[config.mk]
export PLATFORM = sky130hd
export DESIGN_NAME = linear_move_tween_queue_top
export DESIGN_NICKNAME = d
export VERILOG_FILES = /design/src/rtl/lmtq_pkg.sv /design/src/rtl/linear_move_tween_queue_top.sv
export SDC_FILE = /design/constraint.sdc
export NUM_CORES = 2
export LEC_CHECK = 0
export ABC_AREA = 0
export BUFFER_PORTS_ARGS = -buffer_cell sky130_fd_sc_hd__buf_4
export CAP_MARGIN = 20
export CORE_ASPECT_RATIO = 1.25
export CORE_MARGIN = 2
export CORE_UTILIZATION = 50
export DETAILED_ROUTE_END_ITERATION = 10
export PLACE_DENSITY = 0.69
export SYNTH_ARGS = -nofsm -noshare
export SYNTH_HDL_FRONTEND = slang
export SYNTH_SLANG_ARGS = --single-unit
[constraint.sdc]
create_clock -name clk -period 14.6 [get_ports clk]
set_clock_uncertainty 0.05 [all_clocks]
set_input_delay 0.73 -clock clk [delete_from_list [all_inputs] [get_ports clk]]
set_output_delay 0.73 -clock clk [all_outputs]
set_load 0.03 [all_outputs]
[src/rtl/lmtq_pkg.sv]
// shared types and constants for the linear move tween queue
package lmtq_pkg;

  localparam int unsigned AXES = 3;

  localparam logic [0:0] CMD_TICK = 1'b0;
  localparam logic [0:0] CMD_ADD  = 1'b1;

  localparam logic signed [31:0] POS_MAX = 32'sh7fff_ffff;
  localparam logic signed [31:0] POS_MIN = 32'sh8000_0000;

  typedef struct packed {
    logic [AXES-1:0][31:0] goal;
    logic [AXES-1:0][31:0] step;
    logic [16:0]           timer;
    logic [15:0]           delay;
    logic [15:0]           length;
    logic                  offset_mode;
  } slot_rec_t;

  typedef enum logic [6:0] {
    ST_IDLE = 7'b0000001,
    ST_RD   = 7'b0000010,
    ST_LOAD = 7'b0000100,
    ST_AXIS = 7'b0001000,
    ST_DIV  = 7'b0010000,
    ST_ADD  = 7'b0100000,
    ST_WB   = 7'b1000000
  } state_t;

endpackage

[src/rtl/linear_move_tween_queue_top.sv]
// linear move tween queue top level with slot memory and serial divider
// An add transaction queues a 3D move if a slot is free; its result is then
// loaded into the output register once the output is free. A tick walks the
// queued moves oldest first. A move still waiting out its delay passes through
// read, load, check and write back. An active move passes through read, load
// and write back, plus a check and an add per axis. On its first active tick it
// also passes through a divide per axis, where one shared restoring divider
// works out its step one quotient bit a cycle.
// Input stall stays high while a transaction is being worked on and while its
// result waits for a stalled output.
module linear_move_tween_queue_top
  import lmtq_pkg::*;
#(
  parameter int unsigned MOVE_SLOTS = 8
) (
  input  logic        clk,
  input  logic        rst_n,
  input  logic        in_valid,
  output logic        in_stall,
  input  logic        in_command,
  input  logic [31:0] in_pos_x,
  input  logic [31:0] in_pos_y,
  input  logic [31:0] in_pos_z,
  input  logic [31:0] in_goal_x,
  input  logic [31:0] in_goal_y,
  input  logic [31:0] in_goal_z,
  input  logic [15:0] in_duration,
  input  logic [15:0] in_start_delay,
  input  logic        in_relative,
  output logic        out_valid,
  input  logic        out_stall,
  output logic [31:0] out_new_x,
  output logic [31:0] out_new_y,
  output logic [31:0] out_new_z,
  output logic        out_accepted,
  output logic [3:0]  out_active_moves
);

  localparam int unsigned CW = $clog2(MOVE_SLOTS + 1);
  localparam int unsigned IW = (MOVE_SLOTS > 1) ? $clog2(MOVE_SLOTS) : 1;

  state_t state_r;
  logic [CW-1:0] count_r;
  logic [CW-1:0] s_r;
  logic [CW-1:0] keep_r;
  logic [1:0] axis_r;
  logic [AXES-1:0][31:0] pos_r;
  slot_rec_t cur_r;
  slot_rec_t rd_r;
  logic active_r;
  logic first_r;
  logic accepted_r;
  logic pending_r;
  logic [32:0] quo_r;
  logic [15:0] rem_r;
  logic [5:0] div_cnt_r;
  logic neg_r;

  logic out_valid_r;
  logic [AXES-1:0][31:0] out_pos_r;
  logic out_accepted_r;
  logic [3:0] out_moves_r;

  slot_rec_t mem [MOVE_SLOTS];
  logic wr_en;
  logic [IW-1:0] wr_addr;
  slot_rec_t wr_data;

  logic accept;
  logic out_free;
  logic signed [32:0] diff;
  logic [32:0] diff_mag;
  logic [16:0] rem_sh;
  logic rem_ge;
  logic [31:0] q_sat;
  logic signed [32:0] pos_sum;
  logic [31:0] pos_sat;
  logic [16:0] timer_n;
  logic keep_slot;
  slot_rec_t add_rec;

  assign in_stall = (state_r != ST_IDLE) || pending_r;
  assign accept   = in_valid && !in_stall;
  assign out_free = !out_valid_r || !out_stall;

  always_comb begin
    diff = $signed({cur_r.goal[axis_r][31], cur_r.goal[axis_r]});
    if (!cur_r.offset_mode) begin
      diff = diff - $signed({pos_r[axis_r][31], pos_r[axis_r]});
    end
    diff_mag = diff[32] ? 33'(-diff) : 33'(diff);
  end

  assign rem_sh = {rem_r, quo_r[32]};
  assign rem_ge = rem_sh >= {1'b0, cur_r.length};

  always_comb begin
    if (!neg_r) begin
      q_sat = (quo_r[32:31] != 2'b00) ? POS_MAX : quo_r[31:0];
    end else if (quo_r > 33'h0_8000_0000) begin
      q_sat = POS_MIN;
    end else begin
      q_sat = 32'(-quo_r);
    end
  end

  always_comb begin
    pos_sum = $signed({pos_r[axis_r][31], pos_r[axis_r]})
            + $signed({cur_r.step[axis_r][31], cur_r.step[axis_r]});
    if (pos_sum > $signed({POS_MAX[31], POS_MAX})) begin
      pos_sat = POS_MAX;
    end else if (pos_sum < $signed({POS_MIN[31], POS_MIN})) begin
      pos_sat = POS_MIN;
    end else begin
      pos_sat = pos_sum[31:0];
    end
  end

  assign timer_n   = cur_r.timer + 17'd1;
  assign keep_slot = timer_n < ({1'b0, cur_r.length} + {1'b0, cur_r.delay});

  always_comb begin
    add_rec.goal        = {in_goal_z, in_goal_y, in_goal_x};
    add_rec.step        = '0;
    add_rec.timer       = '0;
    add_rec.delay       = in_start_delay;
    add_rec.length      = (in_duration == 16'd0) ? 16'd1 : in_duration;
    add_rec.offset_mode = in_relative;
  end

  always_comb begin
    wr_en   = 1'b0;
    wr_addr = keep_r[IW-1:0];
    wr_data = cur_r;
    wr_data.timer = timer_n;
    if (state_r == ST_IDLE) begin
      wr_en   = accept && (in_command == CMD_ADD) && (count_r < CW'(MOVE_SLOTS));
      wr_addr = count_r[IW-1:0];
      wr_data = add_rec;
    end else if (state_r == ST_WB) begin
      wr_en = keep_slot;
    end
  end

  always_ff @(posedge clk) begin
    if (wr_en) begin
      mem[wr_addr] <= wr_data;
    end
    rd_r <= mem[s_r[IW-1:0]];
  end

  always_ff @(posedge clk) begin
    if (!rst_n) begin
      state_r     <= ST_IDLE;
      count_r     <= '0;
      pending_r   <= 1'b0;
      out_valid_r <= 1'b0;
      s_r         <= '0;
      keep_r      <= '0;
      axis_r      <= '0;
      div_cnt_r   <= '0;
    end else begin
      if (pending_r && out_free) begin
        out_valid_r    <= 1'b1;
        out_pos_r      <= pos_r;
        out_accepted_r <= accepted_r;
        out_moves_r    <= 4'(count_r);
        pending_r      <= 1'b0;
      end else if (out_valid_r && !out_stall) begin
        out_valid_r <= 1'b0;
      end
      case (state_r)
        ST_IDLE: begin
          if (accept) begin
            pos_r      <= {in_pos_z, in_pos_y, in_pos_x};
            s_r        <= '0;
            keep_r     <= '0;
            accepted_r <= 1'b0;
            if (in_command == CMD_ADD) begin
              pending_r <= 1'b1;
              if (count_r < CW'(MOVE_SLOTS)) begin
                count_r    <= count_r + CW'(1);
                accepted_r <= 1'b1;
              end
            end else if (count_r == '0) begin
              pending_r <= 1'b1;
            end else begin
              state_r <= ST_RD;
            end
          end
        end
        ST_RD: begin
          state_r <= ST_LOAD;
        end
        ST_LOAD: begin
          cur_r    <= rd_r;
          active_r <= rd_r.timer >= {1'b0, rd_r.delay};
          first_r  <= rd_r.timer == {1'b0, rd_r.delay};
          axis_r   <= '0;
          state_r  <= ST_AXIS;
        end
        ST_AXIS: begin
          if (!active_r) begin
            state_r <= ST_WB;
          end else if (first_r) begin
            quo_r     <= diff_mag;
            neg_r     <= diff[32];
            rem_r     <= '0;
            div_cnt_r <= 6'd33;
            state_r   <= ST_DIV;
          end else begin
            state_r <= ST_ADD;
          end
        end
        ST_DIV: begin
          if (div_cnt_r == '0) begin
            cur_r.step[axis_r] <= q_sat;
            state_r <= ST_ADD;
          end else begin
            rem_r     <= rem_ge ? 16'(rem_sh - {1'b0, cur_r.length}) : rem_sh[15:0];
            quo_r     <= {quo_r[31:0], rem_ge};
            div_cnt_r <= div_cnt_r - 6'd1;
          end
        end
        ST_ADD: begin
          pos_r[axis_r] <= pos_sat;
          if (axis_r == 2'd2) begin
            state_r <= ST_WB;
          end else begin
            axis_r  <= axis_r + 2'd1;
            state_r <= ST_AXIS;
          end
        end
        ST_WB: begin
          s_r <= s_r + CW'(1);
          if (keep_slot) begin
            keep_r <= keep_r + CW'(1);
          end
          if (s_r + CW'(1) == count_r) begin
            count_r   <= keep_slot ? keep_r + CW'(1) : keep_r;
            pending_r <= 1'b1;
            state_r   <= ST_IDLE;
          end else begin
            state_r <= ST_RD;
          end
        end
        default: begin
          state_r <= ST_IDLE;
        end
      endcase
    end
  end

  assign out_valid        = out_valid_r;
  assign out_new_x        = out_pos_r[0];
  assign out_new_y        = out_pos_r[1];
  assign out_new_z        = out_pos_r[2];
  assign out_accepted     = out_accepted_r;
  assign out_active_moves = out_moves_r;

`ifndef SYNTHESIS
  a_count_bound: assert property (@(posedge clk) disable iff (!rst_n)
    count_r <= CW'(MOVE_SLOTS))
    else $error("queue count beyond slot count");

  a_keep_le_scan: assert property (@(posedge clk) disable iff (!rst_n)
    keep_r <= s_r)
    else $error("compaction index ahead of scan index");

  a_scan_in_range: assert property (@(posedge clk) disable iff (!rst_n)
    (state_r == ST_RD) |-> (s_r < count_r))
    else $error("slot read beyond queue");

  a_div_len_nonzero: assert property (@(posedge clk) disable iff (!rst_n)
    (state_r == ST_DIV) |-> (cur_r.length != 16'd0))
    else $error("divide by zero length");
`endif

endmodule
======== Word-level counts from Yosys, hierarchy flattened ========
Memory sizes are Yosys's and may differ from the RTL's. A register that Yosys moved wholly into a read port is not among the register bits.
Cells that the tools add are included.
operators by class
  add/sub/neg operators ................... 12
  $mul .................................... 0
  divide/modulo/power cells ............... 0
  $lt $le $gt $ge ......................... 9
  equality and inequality tests ........... 22
  shift-type cells ........................ 0
  multiplexer cells ....................... 70
  bitwise logic cells ..................... 0
  reductions and logical operators ........ 33
operator list
  cell                                                                               count
  96-bit one-hot mux with 2 select lines                                             2
  32-bit two-way mux                                                                 9
  242-bit two-way mux                                                                1
  32-bit binary-select mux with 2-bit select                                         3
  96-bit bitwise mux                                                                 2
  96-bit two-way mux                                                                 2
  33-bit two-way mux                                                                 5
  16-bit two-way mux                                                                 5
  33-bit by 32-bit greater-than comparator with 1-bit output, second input constant  2
  33-bit one-hot mux with 2 select lines                                             1
  32-bit demux with 2-bit select                                                     1
  7-bit one-hot mux with 7 select lines                                              1
  7-bit two-way mux                                                                  6
  17-bit by 16-bit greater-or-equal comparator with 1-bit output                     2
  32-bit by 32-bit adder with 33-bit output                                          1
  33-bit by 32-bit less-than comparator with 1-bit output, second input constant     1
  33-bit negation                                                                    1
  32-bit by 32-bit subtractor with 33-bit output                                     1
  32-bit negation                                                                    1
  16-bit one-hot mux with 2 select lines                                             1
  4-bit two-way mux                                                                  6
  6-bit two-way mux                                                                  4
  4-bit one-hot mux with 2 select lines                                              3
  2-bit inequality test, second input constant                                       9
  other kinds (39)                                                                   76
storage, ports and cells
  register bits after elaboration ......... 521
  bits in latches ......................... 0
  RAM bits ................................ 1936
  memory bits (read-only) ................. 0
  input bits .............................. 230
  output and inout port bits .............. 103
  logic and storage cells ................. 179
  memories ................................ 1
memories
  memory  depth  width  rd ports  clocked after memory_dff  wr ports  line                               RTL
  mem     8      242    1         1                         1         linear_move_tween_queue_top.sv:64  slot_rec_t mem [MOVE_SLOTS];

======== Logic depth before layout (Yosys ltp) ========
  depth in word-level cells ............... 9
  depth in mapped cells ................... 25
  mapped depth without buffers ............ 20

======== Least setup slack after synthesis ========
No wires, ideal clock.
  kind .................................... register -> register
  from .................................... register cur_r[1] (netlist name)
  to ...................................... memory mem[0][0] (netlist name) (enable)
  setup time .............................. 849 ps
  arrival time ............................ 13989 ps
  required time ........................... 13701 ps
  slack ................................... -288 ps
  cell stages (with the launch flop) ...... 21
  buffers on the path ..................... 0
  clock period less this slack ............ 14888 ps
  cells stage by stage .................... edfxtp_1 > ha_1 > fa_1 > a21o_1 > a21oi_1 > o21bai_1 > a21oi_1 > nor2b_1 > o21a_1 > o21a_1 > o21ai_0 > a21oi_1 > a311o_1 > xnor2_1 > ha_1 > a21o_1 > a21oi_1 > o21a_1 > a32o_1 > nand2b_1 > nor2_1
between the ends
  word-level cells in the longest chain between the ends .. 6
RTL lines
  item                                       line                                RTL
  start: declaration                         linear_move_tween_queue_top.sv:48   slot_rec_t cur_r;
  start signal: assignment                   linear_move_tween_queue_top.sv:196  cur_r <= rd_r;
  16-bit by 16-bit adder with 17-bit output  linear_move_tween_queue_top.sv:120  assign keep_slot = timer_n < ({1'b0, cur_r.length} + {1'b0, cur_r.delay});
  17-bit less-than comparator                linear_move_tween_queue_top.sv:120
  1-bit two-way mux                          linear_move_tween_queue_top.sv:140  end else if (state_r == ST_WB) begin
  1-bit two-way mux                          linear_move_tween_queue_top.sv:136  if (state_r == ST_IDLE) begin
  1-bit two-way mux                          linear_move_tween_queue_top.sv:146  if (wr_en) begin
  1-bit two-way mux (implied by the code)    linear_move_tween_queue_top.sv:147  mem[wr_addr] <= wr_data;
  end: declaration                           linear_move_tween_queue_top.sv:64
Every way passes these cells.

======== Final worst setup path ========
  from .................................... register cur_r[1] (netlist name)
  to ...................................... memory mem[5][66] (netlist name) (enable)
The elaborated chain is that of the path after synthesis.

==> impl_metrics.py <==
metrics = {
    "synthesis": {
        "synth_compound_area_share_pct": 4.887,
        "syn_area_per_cell_um2": 17.13,
        "synthAdderAreaFrac_pct": 1.666,
        "netlist_top_cells_area": "edfxtp_1 67%, mux4_2 10%, dfxtp_1 5.0%, mux2_2 2.6%, nand2_1 2.3%",
        "synth.area.mux_share_pct": 13.62,
        "synth_top_area_cell": "edfxtp_1",
        "yosysMostFrequentCell": "edfxtp_1",
        "synthTopCellsByCount": "2428 x edfxtp_1, 665 x nand2_1, 484 x mux4_2",
        "syn_area_mm2": 0.1092,
        "yosys.area_share.simple_pct": 5.503,
        "synth_xor_area_share_pct": 0.9373,
        "synth_edf_count": 2428,
        "synth.distinct_cells": 103,
        "synth_top_area_share_pct": 66.77,
        "ys_ff_latch": 2699,
        "yosys_warnings": 0,
        "syn-instance-count": 6373,
        "synth_top_family_by_area": "multiplexers",
        "synth-seq-area-share_pct": 71.74,
        "syn-num-nets": 6746,
        "synth_flop_cell": "edfxtp_1",
        "synthArstFlopShare_pct": 0,
    },
    "setup_path": {
        "crit_family": "compound AO/OA/AOI/OAI gates",
        "crit_path_frequent_cell": "a21oi_1",
        "crit_path_start_kind": "flop",
        "cp_cell_sequence": "ha_1 -> fa_1 -> a21o_1 -> a21oi_1 -> o21bai_1 -> a21oi_1 -> nor2b_1 -> o21a_1 -> o21a_1 -> o21ai_0 -> a21oi_1 -> a311o_1 -> xnor2_1 -> ha_1 -> a21o_1 -> a21oi_1 -> o21a_1 -> a32o_1 -> nand2_1 -> nor2_4 -> buf_4 -> buf_4 -> buf_4",
        "path_class": "flop to flop",
        "cp.required_ns": 15.07,
        "cp-end-kind": "flop",
        "timing.rr.end": "mem[5][66]$_DFFE_PP_",
        "r2r_slack_ns": 6.65,
        "slowest_stage": "buf_4",
        "crit_path_max_incr_delay_ns": 0.86,
        "cp_max_fo": 55,
        "cp.buffers_inverters": 3,
        "rr_worst_depth": 23,
        "timing.rr.start": "cur_r[1]$_DFFE_PP_",
        "cp.arrival_ns": 8.41,
    },
    "clock_tree": {
        "h-tree-depth": 5,
        "clkLatencyLatePin_ns": 0.92,
        "cts_setup_buffers": 0,
        "cts_sinks": 2699,
        "cts_buffers": 277,
        "cts_root_buf": "clkbuf_16",
        "ctsLongestPathBuffers": 4,
        "clk_pin_slew_ns": 0.07,
        "cts_tree": "done",
    },
    "floorplan": {
        "top_level_ports": 333,
        "start_util_pct": 50.32,
        "die-area_mm2": 0.2222,
        "die_x_um": 422.0,
        "coreArea_mm2": 0.2170,
        "die_h_um": 526.5,
        "rows": 191,
    },
    "place": {
        "finalWeightedCongestion": 0.9026,
        "pre_cts_ws_ns": 6.646,
        "io_buffer_count": 332,
        "hpwl_um": 164100,
        "placed_cell_area_mm2": 0.1152,
        "dp_cells": 9391,
    },
    "grt": {
        "antenna_found_initial": 8,
        "grt_pass1_wl_um": 400600,
        "grt_pass1_vias": 60198,
        "grt_overflow": 0,
        "grt_max_degree": 155,
        "grt.total_usage_pct": 24.34,
    },
    "sta": {
        "clock.fmax_ghz": 0.1258,
        "final-max-slew-violation-count": 0,
        "hold_viol_final": 0,
        "rsz0062_at_grt": "false",
        "slew_headroom_pct": 21.43,
        "setup_viol": 0,
        "finalCritPeriodShare_pct": 54.43,
        "tightest_slew_ns": 1.171,
        "period_needed_ns": 7.947,
        "setup_slack_ns": 6.653,
    },
    "drt": {
        "drtIter0Drc": 6018,
        "wl_per_cell_um": 27.69,
        "vias": 59418,
        "via_per_inst": 6.016,
        "drc": 0,
        "dr.pass1.iters": 5,
        "antenna_left": 0,
        "drt-total-wl_um": 273500,
    },
    "power": {
        "ir_drop_mv": 0.1744,
        "p_leak_nw": 41.37,
        "finalPower_w": 0.01888,
        "p_per_area_mw_per_mm2": 152.5,
    },
    "job": {
        "drv_cap": 0,
    },
    "cells_and_area": {
        "fin_cells": 9877,
        "fin_area_mm2": 0.1238,
        "area_delta_synth_final_pct": 13.37,
        "n_fill_cell": 16370,
        "fin_nets": 7155,
        "layout-drive-gt1-share_pct": 23.36,
    },
    "run_status": {
        "outcome": "completed",
    },
    "min_path": {
        "hp-class": "input port to flop",
        "whs_path_depth": 3,
        "holdPathEnd": "pos_r[31]$_DFFE_PP_",
        "hp-start": "in_pos_x[31]",
    },
}
## per-stage QoR
stage          hold slack, ns  util, %  setup TNS [ns]
5_1_grt               0.03482    57.05               0
3_5_place_dp           0.3387    53.08               0
4_1_cts             0.0006243    57.02               0
3_3_place_gp           0.3358    53.03               0
6_report              0.06690    57.05               0
2_1_floorplan          0.3355        -         -547.26
## state kept, by name (all words and copies together), names as in the netlist
signal,count
first_r,1
rd_r,242
pos_r,96
mem,1936
out_accepted,1
quo_r,33
count_r,4
s_r,4
rem_r,16
neg_r,1
accepted_r,1
out_new_y,32
axis_r,2
out_new_z,32
out_new_x,32
state_r,7
active_r,1
out_valid,1
pending_r,1
keep_r,4
cur_r,242
out_active_moves,4
div_cnt_r,6
## cell families after synthesis
kind of cell	after synthesis
DFF	2699
muxes	849
buffers and inverters	443
and+or+nand+nor	1317
AOI/OAI and AO/OA	806
adders and majority gates	143
xor gates and xnor gates	116
## worst min-delay path, stage by stage
cell     delay (ns)
buf_4          0.08
nand2_1        0.04
o21ai_0        0.06
## routing by layer
metal	vias to the layer above	global-route usage [%]	routed length [um]	part of all wire, %
li1	25712	-	-	-
met1	30877	31.70	106700	39
met2	2428	41.46	137800	50
met3	401	3.890	18540	6.8
met4	0	8.848	10550	3.9
met5	-	0	0	0
## worst max-delay path by stage
stage                       startpoint               endpoint  slack (ns)  cells after the start
detailed placement  cur_r[1]$_DFFE_PP_   mem[5][24]$_DFFE_PP_        6.65                     23
finish              cur_r[1]$_DFFE_PP_   mem[5][66]$_DFFE_PP_        6.65                     23
global route        cur_r[1]$_DFFE_PP_   mem[5][66]$_DFFE_PP_        6.29                     23
global placement    cur_r[1]$_DFFE_PP_  mem[3][166]$_DFFE_PP_        6.62                     22
CTS                 cur_r[1]$_DFFE_PP_   mem[5][66]$_DFFE_PP_        6.58                     23
floorplan           cur_r[1]$_DFFE_PP_    mem[0][0]$_DFFE_PP_       -0.29                     20
## where the power goes
| group | internal (W) | switching [W] | leakage [nW] | total, W |
|---|---|---|---|---|
| clock | 0.00390 | 0.00279 | 4.16 | 0.00670 |
| combinational | 0.000679 | 0.00171 | 12.8 | 0.00238 |
| sequential | 0.00965 | 0.000148 | 24.4 | 0.00980 |
## area by class of cell
class	instances	area, um^2	area share, %
sequential	2699	78350	63.29
timing repair buffer	445	3612	2.918
multi-input combinational	3231	29220	23.60
clock buffer	384	7741	6.253
antenna	4	10.01	0.008085
tap	2895	3622	2.926
inverter	128	480.5	0.3881
clock inverter	91	762.0	0.6155
## repair_timing
action	in CTS	in global routing
hold endpoints to repair	3	0
hold buffers	3	0
gates resized for setup	0	0
## cell usage in the layout, fill, tap and decap left out, types with 28 or more instances in the layout
cell / instances
edfxtp_1: 2428
nand2_1: 665
mux4_2: 484
buf_4: 420
clkbuf_16: 283
dfxtp_1: 266
o21ai_0: 257
mux2_2: 252
nor2_1: 225
a21oi_1: 179
ha_1: 139
and2_1: 129
inv_1: 125
mux2i_1: 113
a22o_1: 90
xnor2_1: 76
clkbuf_1: 73
nand3_1: 60
nor3_1: 48
xor2_1: 39
a21o_1: 37
clkinv_2: 34
clkinv_1: 32
clkbuf_8: 28
Power figures use the tool's default switching activity.
